File: src/rtl/ten_bit_pixel_pack_unpack_unit_defines.svh
// ----------------------------------------------------------------------------
// ten-bit pixel pack/unpack assertion macros
// shared assertion forms for the pack/unpack unit
// ----------------------------------------------------------------------------
`ifndef TEN_BIT_PIXEL_PACK_UNPACK_UNIT_DEFINES_SVH
`define TEN_BIT_PIXEL_PACK_UNPACK_UNIT_DEFINES_SVH

// same-cycle implication, held off during reset
`define TBPU_ASSERT_IMPL(label, clk, rst_n, ante, cons, msg) \
    label: assert property (@(posedge clk) disable iff (!rst_n) (ante) |-> (cons)) \
        else $error(msg);

// next-cycle implication, held off during reset
`define TBPU_ASSERT_NEXT(label, clk, rst_n, ante, cons, msg) \
    label: assert property (@(posedge clk) disable iff (!rst_n) (ante) |=> (cons)) \
        else $error(msg);

`endif

File: src/rtl/tbpu_pkg.sv
// ----------------------------------------------------------------------------
// tbpu_pkg
// shared constants, register indexes and queue entry type
// ----------------------------------------------------------------------------
package tbpu_pkg;

    localparam int unsigned DEFAULT_MAX_LINE_SAMPLES = 8192;

    // configuration port
    localparam int unsigned CFG_IDX_W  = 2;
    localparam int unsigned CFG_DATA_W = 14;
    localparam logic [CFG_IDX_W-1:0] CFG_PACK_DIRECTION = 2'd0;
    localparam logic [CFG_IDX_W-1:0] CFG_LINE_SAMPLES   = 2'd1;
    localparam logic [CFG_IDX_W-1:0] CFG_LINE_WORDS     = 2'd2;

    // field and state widths
    localparam int unsigned SAMPLE_W    = 10;
    localparam int unsigned WORD_W      = 32;
    localparam int unsigned SAMPLES_W   = 14;
    localparam int unsigned WORDS_W     = 12;
    localparam int unsigned HELD_W      = 17;
    localparam int unsigned ACC_W       = 48;
    localparam int unsigned MAX_RESULTS = 4;
    localparam int unsigned CNT_W       = 3;
    localparam int unsigned IDX_W       = 2;
    localparam int unsigned BITS_W      = MAX_RESULTS * SAMPLE_W;

    localparam logic [SAMPLES_W-1:0] LINE_SAMPLES_RST = 14'd8192;
    localparam logic [WORDS_W-1:0]   LINE_WORDS_RST   = 12'd3200;

    localparam int unsigned QUEUE_DEPTH = 4;

    // one classified item: up to four samples or one packed word
    typedef struct packed {
        logic              is_word;
        logic [CNT_W-1:0]  count;
        logic [BITS_W-1:0] bits;
    } t_job;

endpackage

File: src/rtl/tbpu_front.sv
// ----------------------------------------------------------------------------
// tbpu_front
// accepts items, keeps the bit accumulator and line counters, queues results
// ----------------------------------------------------------------------------
`include "ten_bit_pixel_pack_unpack_unit_defines.svh"

module tbpu_front
    import tbpu_pkg::*;
#(
    parameter int unsigned MAX_LINE_SAMPLES = DEFAULT_MAX_LINE_SAMPLES
) (
    input  logic                  i_clk,
    input  logic                  i_rst_n,
    input  logic                  i_cfg_valid,
    input  logic [CFG_IDX_W-1:0]  i_cfg_index,
    input  logic [CFG_DATA_W-1:0] i_cfg_data,
    input  logic                  i_s_tvalid,
    output logic                  o_s_tready,
    input  logic [WORD_W-1:0]     i_s_tdata,
    input  logic                  i_s_tlast,
    input  logic                  i_full,
    output logic                  o_push,
    output t_job                  o_job
);

    // line_samples never exceeds its own field range, so capping there is exact
    localparam int unsigned SampleFieldMax = (1 << SAMPLES_W) - 1;
    localparam int unsigned LimitCapInt    = (MAX_LINE_SAMPLES < SampleFieldMax) ?
                                             MAX_LINE_SAMPLES : SampleFieldMax;
    localparam logic [SAMPLES_W-1:0] LIMIT_CAP = SAMPLES_W'(LimitCapInt);

    logic                 r_dir,          n_dir;
    logic [SAMPLES_W-1:0] r_line_samples, n_line_samples;
    logic [WORDS_W-1:0]   r_line_words,   n_line_words;
    logic [ACC_W-1:0]     r_acc,          n_acc;
    logic [HELD_W-1:0]    r_held,         n_held;
    logic [SAMPLES_W-1:0] r_sc,           n_sc;
    logic [WORDS_W-1:0]   r_wc,           n_wc;

    logic [SAMPLES_W-1:0] limit;
    logic                 line_open;
    logic                 accept;

    logic [ACC_W-1:0]       u_acc;
    logic [HELD_W-1:0]      u_held;
    logic [MAX_RESULTS-1:0] u_ok;
    logic [CNT_W-1:0]       u_k;
    logic [ACC_W-1:0]       u_acc_next;
    logic [HELD_W-1:0]      u_held_next;

    logic [ACC_W-1:0]  p_acc;
    logic [HELD_W-1:0] p_held;
    logic              p_emit;

    assign limit      = (r_line_samples < LIMIT_CAP) ? r_line_samples : LIMIT_CAP;
    assign line_open  = (r_sc < limit) && (r_wc < r_line_words);
    assign o_s_tready = !i_full;
    assign accept     = i_s_tvalid && o_s_tready;

    // unpack: append the word above the held bits, take whole samples
    assign u_acc  = r_acc | (ACC_W'(i_s_tdata) << r_held[3:0]);
    assign u_held = r_held + HELD_W'(WORD_W);

    always_comb begin
        for (int j = 0; j < MAX_RESULTS; j++) begin
            u_ok[j] = (u_held >= HELD_W'(SAMPLE_W * (j + 1))) &&
                      (({1'b0, r_sc} + (SAMPLES_W + 1)'(j)) < {1'b0, limit});
        end
    end

    // both conditions are monotone in j, so the mask is a prefix
    always_comb begin
        unique case (u_ok)
            4'b0001: u_k = 3'd1;
            4'b0011: u_k = 3'd2;
            4'b0111: u_k = 3'd3;
            4'b1111: u_k = 3'd4;
            default: u_k = 3'd0;
        endcase
    end

    always_comb begin
        unique case (u_k)
            3'd1: begin
                u_acc_next  = u_acc >> SAMPLE_W;
                u_held_next = u_held - HELD_W'(SAMPLE_W);
            end
            3'd2: begin
                u_acc_next  = u_acc >> (2 * SAMPLE_W);
                u_held_next = u_held - HELD_W'(2 * SAMPLE_W);
            end
            3'd3: begin
                u_acc_next  = u_acc >> (3 * SAMPLE_W);
                u_held_next = u_held - HELD_W'(3 * SAMPLE_W);
            end
            3'd4: begin
                u_acc_next  = u_acc >> (4 * SAMPLE_W);
                u_held_next = u_held - HELD_W'(4 * SAMPLE_W);
            end
            default: begin
                u_acc_next  = u_acc;
                u_held_next = u_held;
            end
        endcase
    end

    // pack: append ten sample bits, a word leaves once 32 bits are held
    assign p_acc  = r_acc | (ACC_W'(i_s_tdata[SAMPLE_W-1:0]) << r_held[4:0]);
    assign p_held = r_held + HELD_W'(SAMPLE_W);
    assign p_emit = (p_held >= HELD_W'(WORD_W));

    always_comb begin
        o_job.is_word = r_dir;
        if (r_dir) begin
            o_job.count = CNT_W'(1);
            o_job.bits  = BITS_W'(p_acc[WORD_W-1:0]);
        end else begin
            o_job.count = u_k;
            o_job.bits  = u_acc[BITS_W-1:0];
        end
    end

    assign o_push = accept && line_open && (r_dir ? p_emit : (u_k != 3'd0));

    always_comb begin
        n_dir          = r_dir;
        n_line_samples = r_line_samples;
        n_line_words   = r_line_words;
        n_acc          = r_acc;
        n_held         = r_held;
        n_sc           = r_sc;
        n_wc           = r_wc;
        if (accept) begin
            if (line_open) begin
                if (r_dir) begin
                    n_acc  = p_emit ? (p_acc >> WORD_W) : p_acc;
                    n_held = p_emit ? (p_held - HELD_W'(WORD_W)) : p_held;
                    n_sc   = r_sc + 1'b1;
                    n_wc   = p_emit ? (r_wc + 1'b1) : r_wc;
                end else begin
                    n_acc  = u_acc_next;
                    n_held = u_held_next;
                    n_sc   = r_sc + SAMPLES_W'(u_k);
                    n_wc   = r_wc + 1'b1;
                end
            end
            // end of line drops held bits and restarts both counts
            if (i_s_tlast) begin
                n_acc  = '0;
                n_held = '0;
                n_sc   = '0;
                n_wc   = '0;
            end
        end
        if (i_cfg_valid) begin
            unique case (i_cfg_index)
                CFG_PACK_DIRECTION: begin
                    n_dir  = i_cfg_data[0];
                    n_acc  = '0;
                    n_held = '0;
                    n_sc   = '0;
                    n_wc   = '0;
                end
                CFG_LINE_SAMPLES: n_line_samples = i_cfg_data;
                CFG_LINE_WORDS:   n_line_words   = i_cfg_data[WORDS_W-1:0];
                default: ;
            endcase
        end
    end

    always_ff @(posedge i_clk) begin
        if (!i_rst_n) begin
            r_dir          <= 1'b0;
            r_line_samples <= LINE_SAMPLES_RST;
            r_line_words   <= LINE_WORDS_RST;
            r_acc          <= '0;
            r_held         <= '0;
            r_sc           <= '0;
            r_wc           <= '0;
        end else begin
            r_dir          <= n_dir;
            r_line_samples <= n_line_samples;
            r_line_words   <= n_line_words;
            r_acc          <= n_acc;
            r_held         <= n_held;
            r_sc           <= n_sc;
            r_wc           <= n_wc;
        end
    end

    `TBPU_ASSERT_IMPL(a_pack_held_below_word, i_clk, i_rst_n, r_dir, r_held < HELD_W'(WORD_W), "pack mode holds a full word")
    `TBPU_ASSERT_IMPL(a_push_count_range, i_clk, i_rst_n, o_push, (o_job.count != 3'd0) && (o_job.count <= CNT_W'(MAX_RESULTS)), "queued item with bad result count")
    `TBPU_ASSERT_NEXT(a_line_end_clears, i_clk, i_rst_n, accept && i_s_tlast, (r_held == '0) && (r_sc == '0) && (r_wc == '0), "line end did not clear line state")

endmodule

File: src/rtl/tbpu_queue.sv
// ----------------------------------------------------------------------------
// tbpu_queue
// short queue of classified items between front and back
// ----------------------------------------------------------------------------
`include "ten_bit_pixel_pack_unpack_unit_defines.svh"

module tbpu_queue
    import tbpu_pkg::*;
#(
    parameter int unsigned DEPTH = QUEUE_DEPTH
) (
    input  logic i_clk,
    input  logic i_rst_n,
    input  logic i_push,
    input  t_job i_job,
    output logic o_full,
    input  logic i_pop,
    output logic o_valid,
    output t_job o_head
);

    localparam int unsigned PTR_W = (DEPTH > 1) ? $clog2(DEPTH) : 1;
    localparam int unsigned CNT_Q = $clog2(DEPTH + 1);
    localparam logic [PTR_W-1:0] LAST_PTR = PTR_W'(DEPTH - 1);

    t_job             r_mem [DEPTH];
    logic [PTR_W-1:0] r_wr_ptr, n_wr_ptr;
    logic [PTR_W-1:0] r_rd_ptr, n_rd_ptr;
    logic [CNT_Q-1:0] r_count,  n_count;

    assign o_full  = (r_count == CNT_Q'(DEPTH));
    assign o_valid = (r_count != '0);
    assign o_head  = r_mem[r_rd_ptr];

    always_comb begin
        n_wr_ptr = r_wr_ptr;
        n_rd_ptr = r_rd_ptr;
        n_count  = r_count;
        if (i_push) begin
            n_wr_ptr = (r_wr_ptr == LAST_PTR) ? '0 : (r_wr_ptr + 1'b1);
        end
        if (i_pop) begin
            n_rd_ptr = (r_rd_ptr == LAST_PTR) ? '0 : (r_rd_ptr + 1'b1);
        end
        if (i_push && !i_pop) begin
            n_count = r_count + 1'b1;
        end else if (!i_push && i_pop) begin
            n_count = r_count - 1'b1;
        end
    end

    always_ff @(posedge i_clk) begin
        if (!i_rst_n) begin
            r_wr_ptr <= '0;
            r_rd_ptr <= '0;
            r_count  <= '0;
        end else begin
            r_wr_ptr <= n_wr_ptr;
            r_rd_ptr <= n_rd_ptr;
            r_count  <= n_count;
        end
    end

    always_ff @(posedge i_clk) begin
        if (i_push) begin
            r_mem[r_wr_ptr] <= i_job;
        end
    end

    `TBPU_ASSERT_IMPL(a_no_push_when_full, i_clk, i_rst_n, i_push, !o_full, "push into full queue")
    `TBPU_ASSERT_IMPL(a_no_pop_when_empty, i_clk, i_rst_n, i_pop, o_valid, "pop from empty queue")
    `TBPU_ASSERT_NEXT(a_count_up, i_clk, i_rst_n, i_push && !i_pop, r_count == $past(r_count) + 1'b1, "queue count did not rise")

endmodule

File: src/rtl/tbpu_back.sv
// ----------------------------------------------------------------------------
// tbpu_back
// walks each queued item, one result per ready cycle into the output register
// ----------------------------------------------------------------------------
module tbpu_back
    import tbpu_pkg::*;
(
    input  logic              i_clk,
    input  logic              i_rst_n,
    input  logic              i_valid,
    input  t_job              i_head,
    output logic              o_pop,
    output logic              o_m_tvalid,
    input  logic              i_m_tready,
    output logic [WORD_W-1:0] o_m_tdata,
    output logic              o_m_tlast
);

    logic              r_valid, n_valid;
    logic [IDX_W-1:0]  r_idx,   n_idx;
    logic [WORD_W-1:0] r_data;
    logic              r_last;

    logic              load;
    logic              is_last;
    logic [WORD_W-1:0] sel_data;

    assign load    = i_valid && (!r_valid || i_m_tready);
    assign is_last = (({1'b0, r_idx} + 1'b1) == i_head.count);
    assign o_pop   = load && is_last;

    always_comb begin
        if (i_head.is_word) begin
            sel_data = i_head.bits[WORD_W-1:0];
        end else begin
            sel_data = WORD_W'(i_head.bits[r_idx * SAMPLE_W +: SAMPLE_W]);
        end
    end

    always_comb begin
        n_idx   = r_idx;
        n_valid = r_valid;
        if (load) begin
            n_idx   = is_last ? '0 : (r_idx + 1'b1);
            n_valid = 1'b1;
        end else if (i_m_tready) begin
            n_valid = 1'b0;
        end
    end

    always_ff @(posedge i_clk) begin
        if (!i_rst_n) begin
            r_valid <= 1'b0;
            r_idx   <= '0;
        end else begin
            r_valid <= n_valid;
            r_idx   <= n_idx;
        end
    end

    always_ff @(posedge i_clk) begin
        if (load) begin
            r_data <= sel_data;
            r_last <= is_last;
        end
    end

    assign o_m_tvalid = r_valid;
    assign o_m_tdata  = r_data;
    assign o_m_tlast  = r_last;

endmodule

File: src/rtl/ten_bit_pixel_pack_unpack_unit.sv
// ----------------------------------------------------------------------------
// ten_bit_pixel_pack_unpack_unit
// 10-bit lsb-first packed words <-> 32-bit sample containers
// ----------------------------------------------------------------------------
// usage:
//   the config channel (index, data) sets direction (0 unpack, 1 pack),
//   samples per line and words per line; it is always ready. the user must
//   write it only while the unit is idle (unchecked). a direction write
//   starts a fresh line. the slave stream takes one item per transfer:
//   a packed word when unpacking, a sample in the low bits when packing;
//   tlast ends a line. the master stream gives samples zero-extended to 32
//   bits (unpack) or finished packed words (pack); tlast marks the final
//   result of an item.
// timing:
//   the back end sends one result per cycle while the receiver is ready,
//   from a four-entry queue; a word unpacks to up to four samples. the
//   slave side stays ready while the queue has room.
// reset and stall:
//   synchronous active-low reset clears the line state, the queue and the
//   output valid flag and loads the register defaults. a stalled receiver
//   holds the output register; the queue fills and then drops tready.
// ----------------------------------------------------------------------------
module ten_bit_pixel_pack_unpack_unit
    import tbpu_pkg::*;
#(
    parameter int unsigned MAX_LINE_SAMPLES = DEFAULT_MAX_LINE_SAMPLES
) (
    input  logic                  i_clk,
    input  logic                  i_rst_n,
    // configuration write channel
    input  logic                  i_cfg_valid,
    output logic                  o_cfg_ready,
    input  logic [CFG_IDX_W-1:0]  i_cfg_index,
    input  logic [CFG_DATA_W-1:0] i_cfg_data,
    // input stream
    input  logic                  s_axis_tvalid,
    output logic                  s_axis_tready,
    input  logic [WORD_W-1:0]     s_axis_tdata,  // [31:0] in_data
    input  logic                  s_axis_tlast,  // line_end
    // output stream
    output logic                  m_axis_tvalid,
    input  logic                  m_axis_tready,
    output logic [WORD_W-1:0]     m_axis_tdata,  // [31:0] out_value
    output logic                  m_axis_tlast   // last_of_run
);

    // front to queue
    logic q_push;
    t_job q_job;
    logic q_full;

    // queue to back
    logic q_valid;
    t_job q_head;
    logic q_pop;

    // registers never back-pressure
    assign o_cfg_ready = 1'b1;

    // accumulator, line counters and result classification
    tbpu_front #(
        .MAX_LINE_SAMPLES (MAX_LINE_SAMPLES)
    ) u_front (
        .i_clk       (i_clk),
        .i_rst_n     (i_rst_n),
        .i_cfg_valid (i_cfg_valid),
        .i_cfg_index (i_cfg_index),
        .i_cfg_data  (i_cfg_data),
        .i_s_tvalid  (s_axis_tvalid),
        .o_s_tready  (s_axis_tready),
        .i_s_tdata   (s_axis_tdata),
        .i_s_tlast   (s_axis_tlast),
        .i_full      (q_full),
        .o_push      (q_push),
        .o_job       (q_job)
    );

    // decouples intake from the output, one result per cycle while it is ready
    tbpu_queue #(
        .DEPTH (QUEUE_DEPTH)
    ) u_queue (
        .i_clk   (i_clk),
        .i_rst_n (i_rst_n),
        .i_push  (q_push),
        .i_job   (q_job),
        .o_full  (q_full),
        .i_pop   (q_pop),
        .o_valid (q_valid),
        .o_head  (q_head)
    );

    // result sequencer and output register
    tbpu_back u_back (
        .i_clk      (i_clk),
        .i_rst_n    (i_rst_n),
        .i_valid    (q_valid),
        .i_head     (q_head),
        .o_pop      (q_pop),
        .o_m_tvalid (m_axis_tvalid),
        .i_m_tready (m_axis_tready),
        .o_m_tdata  (m_axis_tdata),
        .o_m_tlast  (m_axis_tlast)
    );

endmodule
File: config.mk
export PLATFORM = sky130hd
export DESIGN_NAME = ten_bit_pixel_pack_unpack_unit
export DESIGN_NICKNAME = d
export VERILOG_FILES = /design/src/rtl/tbpu_pkg.sv /design/src/rtl/tbpu_front.sv /design/src/rtl/tbpu_queue.sv /design/src/rtl/tbpu_back.sv /design/src/rtl/ten_bit_pixel_pack_unpack_unit.sv
export VERILOG_INCLUDE_DIRS = /design/src /design/src/rtl
export SDC_FILE = /design/constraint.sdc
export NUM_CORES = 1
export LEC_CHECK = 0
export BUFFER_PORTS_ARGS = -buffer_cell sky130_fd_sc_hd__clkbuf_2
export CORE_MARGIN = 2
export CORE_UTILIZATION = 55
export CTS_BUF_LIST = sky130_fd_sc_hd__clkbuf_8
export CTS_CLUSTER_SIZE = 12
export DETAILED_ROUTE_END_ITERATION = 7
export PLACE_DENSITY = 0.75
export SKIP_CTS_REPAIR_TIMING = 1
export SYNTH_ARGS = -nofsm -noshare
export SYNTH_HDL_FRONTEND = slang
export SYNTH_HIERARCHICAL = 1
export SYNTH_SLANG_ARGS = --single-unit
File: constraint.sdc
create_clock -name i_clk -period 5.2 [get_ports i_clk]
set_input_delay 0.52 -clock i_clk [delete_from_list [all_inputs] [get_ports i_clk]]
set_output_delay 0.52 -clock i_clk [all_outputs]
set_load 0.01 [all_outputs]
=== Word level (Yosys, flattened, before mapping) ===
Memory sizes are Yosys's and may differ from the RTL's. A register that Yosys moved wholly into a read port is not among the register bits.
Index checks and enable logic that the tools add are counted.

* $mul: 1
* Bitwise gates (word level): 2
* Equality and inequality tests: 14
* Shifts and indexed selects: 3
* Divide/modulo/power cells: 0
* Add/sub/neg operators: 19
* Muxes and demuxes: 45
* Reductions and logical operators: 25
* Magnitude comparators: 12

{| class="wikitable"
|+ Operators by type and width
! kind !! number
|-
| 48-bit two-way mux || 7
|-
| 48-bit one-hot mux with 4 select lines || 1
|-
| 17-bit two-way mux || 7
|-
| 14-bit two-way mux || 7
|-
| 48-bit OR || 2
|-
| 12-bit two-way mux || 7
|-
| 17-bit one-hot mux with 4 select lines || 1
|-
| 10-bit by 5-bit left shift with 48-bit output || 1
|-
| 32-bit by 4-bit left shift with 48-bit output || 1
|-
| 15-bit by 14-bit less-than comparator with 1-bit output || 3
|-
| 43-bit two-way mux || 1
|-
| 40-bit by 7-bit indexed part select with 10-bit output || 1
|-
| 17-bit by 5-bit greater-or-equal comparator with 1-bit output, second input constant || 2
|-
| 17-bit by 6-bit greater-or-equal comparator with 1-bit output, second input constant || 2
|-
| 17-bit by 5-bit subtractor with 17-bit output, second input constant || 2
|-
| 17-bit by 6-bit subtractor with 17-bit output, second input constant || 2
|-
| 14-bit by 2-bit adder with 15-bit output, second input constant || 2
|-
| 14-bit less-than comparator || 2
|-
| 17-bit by 4-bit adder with 17-bit output, second input constant || 1
|-
| 17-bit by 6-bit adder with 17-bit output, second input constant || 1
|-
| 17-bit by 4-bit greater-or-equal comparator with 1-bit output, second input constant || 1
|-
| 17-bit by 4-bit subtractor with 17-bit output, second input constant || 1
|-
| 14-bit by 1-bit adder with 15-bit output, second input constant || 1
|-
| 14-bit by 1-bit adder with 14-bit output, second input constant || 1
|-
| 31 further kinds || 64
|}

* Logic and storage cells: 137
* Register bits: 161
* Output and inout port bits: 36
* Memories kept: 1
* Bits in writable memories: 176
* ROM bits: 0
* Bits of input ports: 54
* Latch bits: 0

{| class="wikitable"
|+ Memories
! name !! words !! bits a word !! rd ports !! clocked after Yosys merged registers in !! write ports !! RTL line !! text
|-
| u_queue.r_mem || 4 || 44 || 1 || 1 || 1 || tbpu_queue.sv:26 || <nowiki>t_job r_mem [DEPTH];</nowiki>
|}

=== Longest topological paths before layout ===
* Depth in word-level cells: 14
* Depth in mapped cells: 26
* Depth with buffers taken out: 24

=== By module ===
Netlist, hierarchy kept.

{| class="wikitable"
|+ By module, submodules not included
! module !! instances !! cells an instance !! sequential area each (sq um) !! area an instance (sq um)
|-
| tbpu_front || 1 || 1,799 || 2,362.3 || 13,138.9
|-
| tbpu_queue || 1 || 274 || 5,465.2 || 6,866.6
|-
| tbpu_back || 1 || 135 || 1,051.0 || 1,766.7
|-
| ten_bit_pixel_pack_unpack_unit || 1 || 2 || 0.0 || 11.3
|}

=== Worst setup path after synthesis ===
Ideal clock, no wire load.

* Kind: reg2reg
* From: register u_front.r_sc[4]
* To: memory u_queue/r_mem[0][0] (netlist name), enable pin
* Cell stages (with the launch flop): 16
* Path slack: 231 ps
* Buffers on the path: 2
* Arrival: 4,563 ps
* Data required time: 4,794 ps
* Clock period less this slack: 4,969 ps
* Setup time: 406 ps
* Cells stage by stage: dfxtp_1 clkbuf_1 nand4_1 or2_2 nor2_1 xor2_1 ha_1 a21o_1 a221oi_1 o211ai_1 a31oi_4 nor2_1 o21ai_1 buf_2 and2_1 and2_1

* Longest elaborated chain between the ends: 10
* Elaborated cells between the ends (all ways): 24
* Classes of those cells: add/sub: 3; order compare: 5; eq/ne: 4; mux: 4; reduce/logical: 8

{| class="wikitable"
|+ Ends and longest elaborated chain
! item !! RTL line !! text
|-
| start, declared || tbpu_front.sv:37 || <nowiki>logic [SAMPLES_W-1:0] r_sc, n_sc;</nowiki>
|-
| start signal, assigned || tbpu_front.sv:186 || <nowiki>r_sc <= n_sc;</nowiki>
|-
| 14-bit by 1-bit adder with 15-bit output / 14-bit by 2-bit adder with 15-bit output (equally long branches) || tbpu_front.sv:67 || <nowiki>(({1'b0, r_sc} + (SAMPLES_W + 1)'(j)) < {1'b0, limit});</nowiki>
|-
| 15-bit by 14-bit less-than comparator with 1-bit output || tbpu_front.sv:67 ||
|-
| 1-bit logical AND || tbpu_front.sv:66 || <nowiki>u_ok[j] = (u_held >= HELD_W'(SAMPLE_W * (j + 1))) &&</nowiki>
|-
| 4-bit == test (tied with other cells) || tbpu_front.sv:73 || <nowiki>unique case (u_ok)</nowiki>
|-
| 3-bit one-hot mux with 4 select lines || tbpu_front.sv:73 ||
|-
| 3-bit nonzero test || tbpu_front.sv:123 || <nowiki>assign o_push = accept && line_open && (r_dir ? p_emit : (u_k != 3'd0));</nowiki>
|-
| 1-bit two-way mux || tbpu_front.sv:123 ||
|-
| 1-bit logical AND (*) || tbpu_front.sv:123 ||
|-
| named net q_push || ten_bit_pixel_pack_unpack_unit.sv:48 || <nowiki>logic q_push;</nowiki>
|-
| 1-bit two-way mux (*) || tbpu_queue.sv:65 || <nowiki>if (i_push) begin</nowiki>
|-
| 1-bit two-way mux (not written as such) (*) || tbpu_queue.sv:66 || <nowiki>r_mem[r_wr_ptr] <= i_job;</nowiki>
|-
| end, declared || tbpu_queue.sv:26 ||
|}

Mark *: on every way through the listed nets, which the timed path passes. The rest lies on a longest branch.

=== Final worst setup path ===
* From: register u_front.r_sc[1]
* To: register u_front.r_sc[6]

* Longest elaborated chain between the ends: 12
* Elaborated cells between the ends (all ways): 26
* Classes of those cells: add/sub: 5; order compare: 5; eq/ne: 4; mux: 7; reduce/logical: 5

{| class="wikitable"
|+ Ends and longest elaborated chain
! item !! RTL line !! text
|-
| 14-bit by 1-bit adder with 15-bit output / 14-bit by 2-bit adder with 15-bit output (equally long branches) || tbpu_front.sv:67 ||
|-
| 15-bit by 14-bit less-than comparator with 1-bit output || tbpu_front.sv:67 ||
|-
| 1-bit logical AND || tbpu_front.sv:66 ||
|-
| 4-bit == test (tied with other cells) || tbpu_front.sv:73 ||
|-
| 3-bit one-hot mux with 4 select lines || tbpu_front.sv:73 ||
|-
| 14-bit by 3-bit adder with 14-bit output || tbpu_front.sv:143 || <nowiki>n_sc = r_sc + SAMPLES_W'(u_k);</nowiki>
|-
| 14-bit two-way mux || tbpu_front.sv:135 || <nowiki>if (r_dir) begin</nowiki>
|-
| 14-bit two-way mux (*) || tbpu_front.sv:134 || <nowiki>if (line_open) begin</nowiki>
|-
| 14-bit two-way mux (*) || tbpu_front.sv:148 || <nowiki>if (i_s_tlast) begin</nowiki>
|-
| 14-bit two-way mux (*) || tbpu_front.sv:133 || <nowiki>if (accept) begin</nowiki>
|-
| 14-bit two-way mux || tbpu_front.sv:156 || <nowiki>unique case (i_cfg_index)</nowiki>
|-
| 14-bit two-way mux (*) || tbpu_front.sv:155 || <nowiki>if (i_cfg_valid) begin</nowiki>
|}

Every way passes the cells marked *; elsewhere a longest branch is shown, timed or not.
A chain may end at the register's enable or synchronous reset.

==> run metrics <==
worst endpoint data arrival time=5.49 ns; nets in the synthesized netlist=2359; sequential-to-total area share from yosys stat=0.408; clock-pin transition on the worst setup and hold timing paths=roughly 0.070 ns; Critical Path Sink Type=flip-flop; maximum number of pins on one net before global-route repair=74; transition time of the tightest slew-check pin=1.11 ns; number of max-cap violations=0; Design Area, Final=24000 µm²; Final Total Pwr=12100 µW; Routed Wire Length=68800 µm; Post-synth top flop=sky130_fd_sc_hd__edfxtp_1; period utilization=0.951; iteration count of the initial detailed-routing pass=6; die outline area=between 40000 and 50000 µm²; cell area after technology mapping=21800 µm²; final core utilization=0.618; capture point of the worst reg-to-reg path=u_front/r_sc[6]; number of rows in the core area=72; final-report hold violation count=0; Post-DP Area=22800 µm²; Synth Register Bits=339; worst rel slew slack=0.252; Fillers=approximately 3200; worst setup path startpoint=u_front/r_sc[1]; Worst R2R Path Depth=23; Max clock buf depth=3; initial antenna violation count=1; routability congestion estimate from global placement=about 1.0; number of CTS-inserted buffers=57; time the final worst path needs with I/O delays and setup=4.95 ns; ranking of synthesized cells by instance count=sky130_fd_sc_hd__nand2_1 (220), sky130_fd_sc_hd__edfxtp_1 (209), sky130_fd_sc_hd__nor2_1 (205); core area=around 39000 µm²; EDFF count, synth=209; final setup violation count=0; required arrival time at the worst endpoint=5.75 ns; overall die width=203 µm; count of antenna-violating nets left after detailed routing=0; worst-case clock skew=between 0.05 and 0.06 ns; average size of a mapped cell=9.86 µm²; Area Growth Syn to Fin=10.2%; worst-path fanout max=6; path type of the worst setup path=flip-flop to flip-flop; leakage power=0.00898 µW; source of the worst hold timing path=i_cfg_data[10]; total power density per cell area=between 500 and 600 nW/µm²; cell type with the highest aggregate area in the netlist=sky130_fd_sc_hd__edfxtp_1; estimated wirelength of the detail-placed design=between 40000 and 50000 µm; Syn. warnings=6; max-slew violations=0; fraction of registers with async set/reset=0; number of placed I/O pins=90; share of post-route cells with drive strength above 1=0.180; status=complete, no violations; CP Launch Type=flip-flop; die height=a little over 200 µm; Clock Sinks=339; overall global routing resource usage=0.335; Vias/cell=6.55; leading post-synthesis cells by cell area=sky130_fd_sc_hd__edfxtp_1 (29%), sky130_fd_sc_hd__dfxtp_1 (12%), sky130_fd_sc_hd__mux4_2 (6.2%), sky130_fd_sc_hd__ha_1 (5.3%), sky130_fd_sc_hd__nand2_1 (3.8%); clock latency reported for the late side of the worst-skew pair=about 0.7 ns; Reg2Reg Launch Point=u_front/r_sc[1]; count of input and output buffers=88; cell count of the worst hold path=3; DRC=0; total via count after detailed routing=18700; number of H-tree levels=2; type of the worst min-delay path=primary input to flip-flop; Max Clock Freq=0.202 GHz; clock root buffer master=sky130_fd_sc_hd__clkbuf_8; TritonCTS clock tree=yes; wire length of the first global-routing pass=around 110000 µm; number of nets at the end of the flow=2437; FF-to-FF setup slack=0.25 ns; area fraction of the dominant cell type after synthesis=0.288; worst-case hold path end point=u_front/r_line_words[10]; WHS=0.0848 ns; average wire per cell in the routed design=24.1 µm; peak ir drop on the vdd network=0.233 mV; number of global-route vias before repair=~18000; grt total ovfl=0; DRC violation total after the first TritonRoute iteration=1951; distinct cell type count of the synthesized netlist=approximately 100; starting density of the core=0.561; gate count after technology mapping=2210; leading cell type by number of instances after synthesis=sky130_fd_sc_hd__nand2_1
## worst max-delay path: stages (launching register included)
cell,delay (ns)
sky130_fd_sc_hd__dfxtp_2,0.38
sky130_fd_sc_hd__ha_1,0.21
sky130_fd_sc_hd__nand3_1,0.18
sky130_fd_sc_hd__or2_2,0.38
sky130_fd_sc_hd__nor2_1,0.12
sky130_fd_sc_hd__xor2_1,0.17
sky130_fd_sc_hd__ha_1,0.27
sky130_fd_sc_hd__a21o_1,0.16
sky130_fd_sc_hd__a221oi_1,0.32
sky130_fd_sc_hd__o211ai_1,0.29
sky130_fd_sc_hd__a31oi_4,0.31
sky130_fd_sc_hd__nand3_1,0.15
sky130_fd_sc_hd__nor2_2,0.16
sky130_fd_sc_hd__nor3_1,0.07
sky130_fd_sc_hd__inv_1,0.08
sky130_fd_sc_hd__ha_1,0.17
sky130_fd_sc_hd__inv_1,0.06
sky130_fd_sc_hd__fa_1,0.40
sky130_fd_sc_hd__nor2b_1,0.14
sky130_fd_sc_hd__o211ai_1,0.12
sky130_fd_sc_hd__buf_4,0.19
sky130_fd_sc_hd__or2_2,0.28
sky130_fd_sc_hd__xor2_1,0.14
sky130_fd_sc_hd__nor2_1,0.05
## routing by layer
layer,share of wire,up-vias,track usage,wire length (µm)
li1,-,8458,-,-
met4,0.068,0,0.211,4680
met2,0.47,975,0.548,32400
met1,0.39,9027,0.416,26500
met5,0,-,0,0
met3,0.076,252,0.0506,5200
## power breakdown
part	internal (µW)	total (µW)	switching (µW)
Sequential	3620	3920	296
Clock	1170	2300	1140
Combinational	2140	5890	3750
## flip-flops by register name (all words and copies together), names as in the netlist, named ones only
| signal | flops |
|---|---|
| u_back/o_m_tdata | 32 |
| u_queue/r_wr_ptr | 2 |
| u_front/r_line_samples | 14 |
| u_front/r_dir | 1 |
| u_queue/r_count | 3 |
| u_queue/r_mem | 176 |
| u_front/r_wc | 12 |
| u_front/r_held | 17 |
| u_back/r_idx | 2 |
| u_front/r_line_words | 12 |
| u_front/r_sc | 14 |
| u_back/o_m_tlast | 1 |
| u_queue/r_rd_ptr | 2 |
| u_back/o_m_tvalid | 1 |
| u_front/r_acc | 48 |
## layout by cell type, fill, tap and decap left out, types with 61 or more instances in the layout
cell | netlist | routed
sky130_fd_sc_hd__a21oi_1 | 146 | 145
sky130_fd_sc_hd__clkbuf_2 | 1 | 88
sky130_fd_sc_hd__ha_1 | 93 | 92
sky130_fd_sc_hd__nor2_1 | 205 | 203
sky130_fd_sc_hd__nor3_1 | 69 | 66
sky130_fd_sc_hd__mux2i_1 | 70 | 70
sky130_fd_sc_hd__buf_4 | 7 | 89
sky130_fd_sc_hd__edfxtp_1 | 209 | 209
sky130_fd_sc_hd__nand2_1 | 220 | 220
sky130_fd_sc_hd__dfxtp_1 | 130 | 123
sky130_fd_sc_hd__o21ai_0 | 96 | 96
sky130_fd_sc_hd__inv_1 | 47 | 61
## worst max path at each step
stage	to	slack [ns]
global route	u_front/r_sc[6]	-0.01
global placement	u_front/r_sc[6]	0.18
detailed placement	u_front/r_sc[6]	0.11
CTS	u_queue/r_count[2]	0.03
finish	u_front/r_sc[6]	0.25
floorplan	u_queue/r_mem[0][0]	0.23
## metrics by stage
stage	worst slack, ns	cells	TNS (ns)
2_1_floorplan	0.231	2210	0
3_3_place_gp	0.181	2745	0
3_5_place_dp	0.113	2745	0
4_1_cts	0.0346	2852	0
5_1_grt	-0.0136	2854	-0.0136
6_report	0.254	2855	0
## cell families after synthesis
| kind of cell | synth area share |
|---|---|
| AO/OA/AOI/OAI | 0.176 |
| AND/OR/NAND/NOR | 0.167 |
| other | 0.000172 |
| buffers and inverters | 0.0449 |
| adder cells (fa/ha/maj) | 0.0553 |
| multiplexers | 0.112 |
| flip-flops | 0.408 |
| XOR/XNOR | 0.0373 |
## cell type report
class                   instances  area [µm²]  share of cell area
clock buffers                  59         812              0.0338
well taps                     518         648              0.0270
clock inverters                48         287              0.0119
flip-flops and latches        339        8890               0.370
multi-input cells            1658       12000               0.499
inverters                      51         191             0.00797
diodes                          1        2.50            0.000104
repair buffers                181        1190              0.0495
Note: power is estimated with default switching activity, not from simulation.
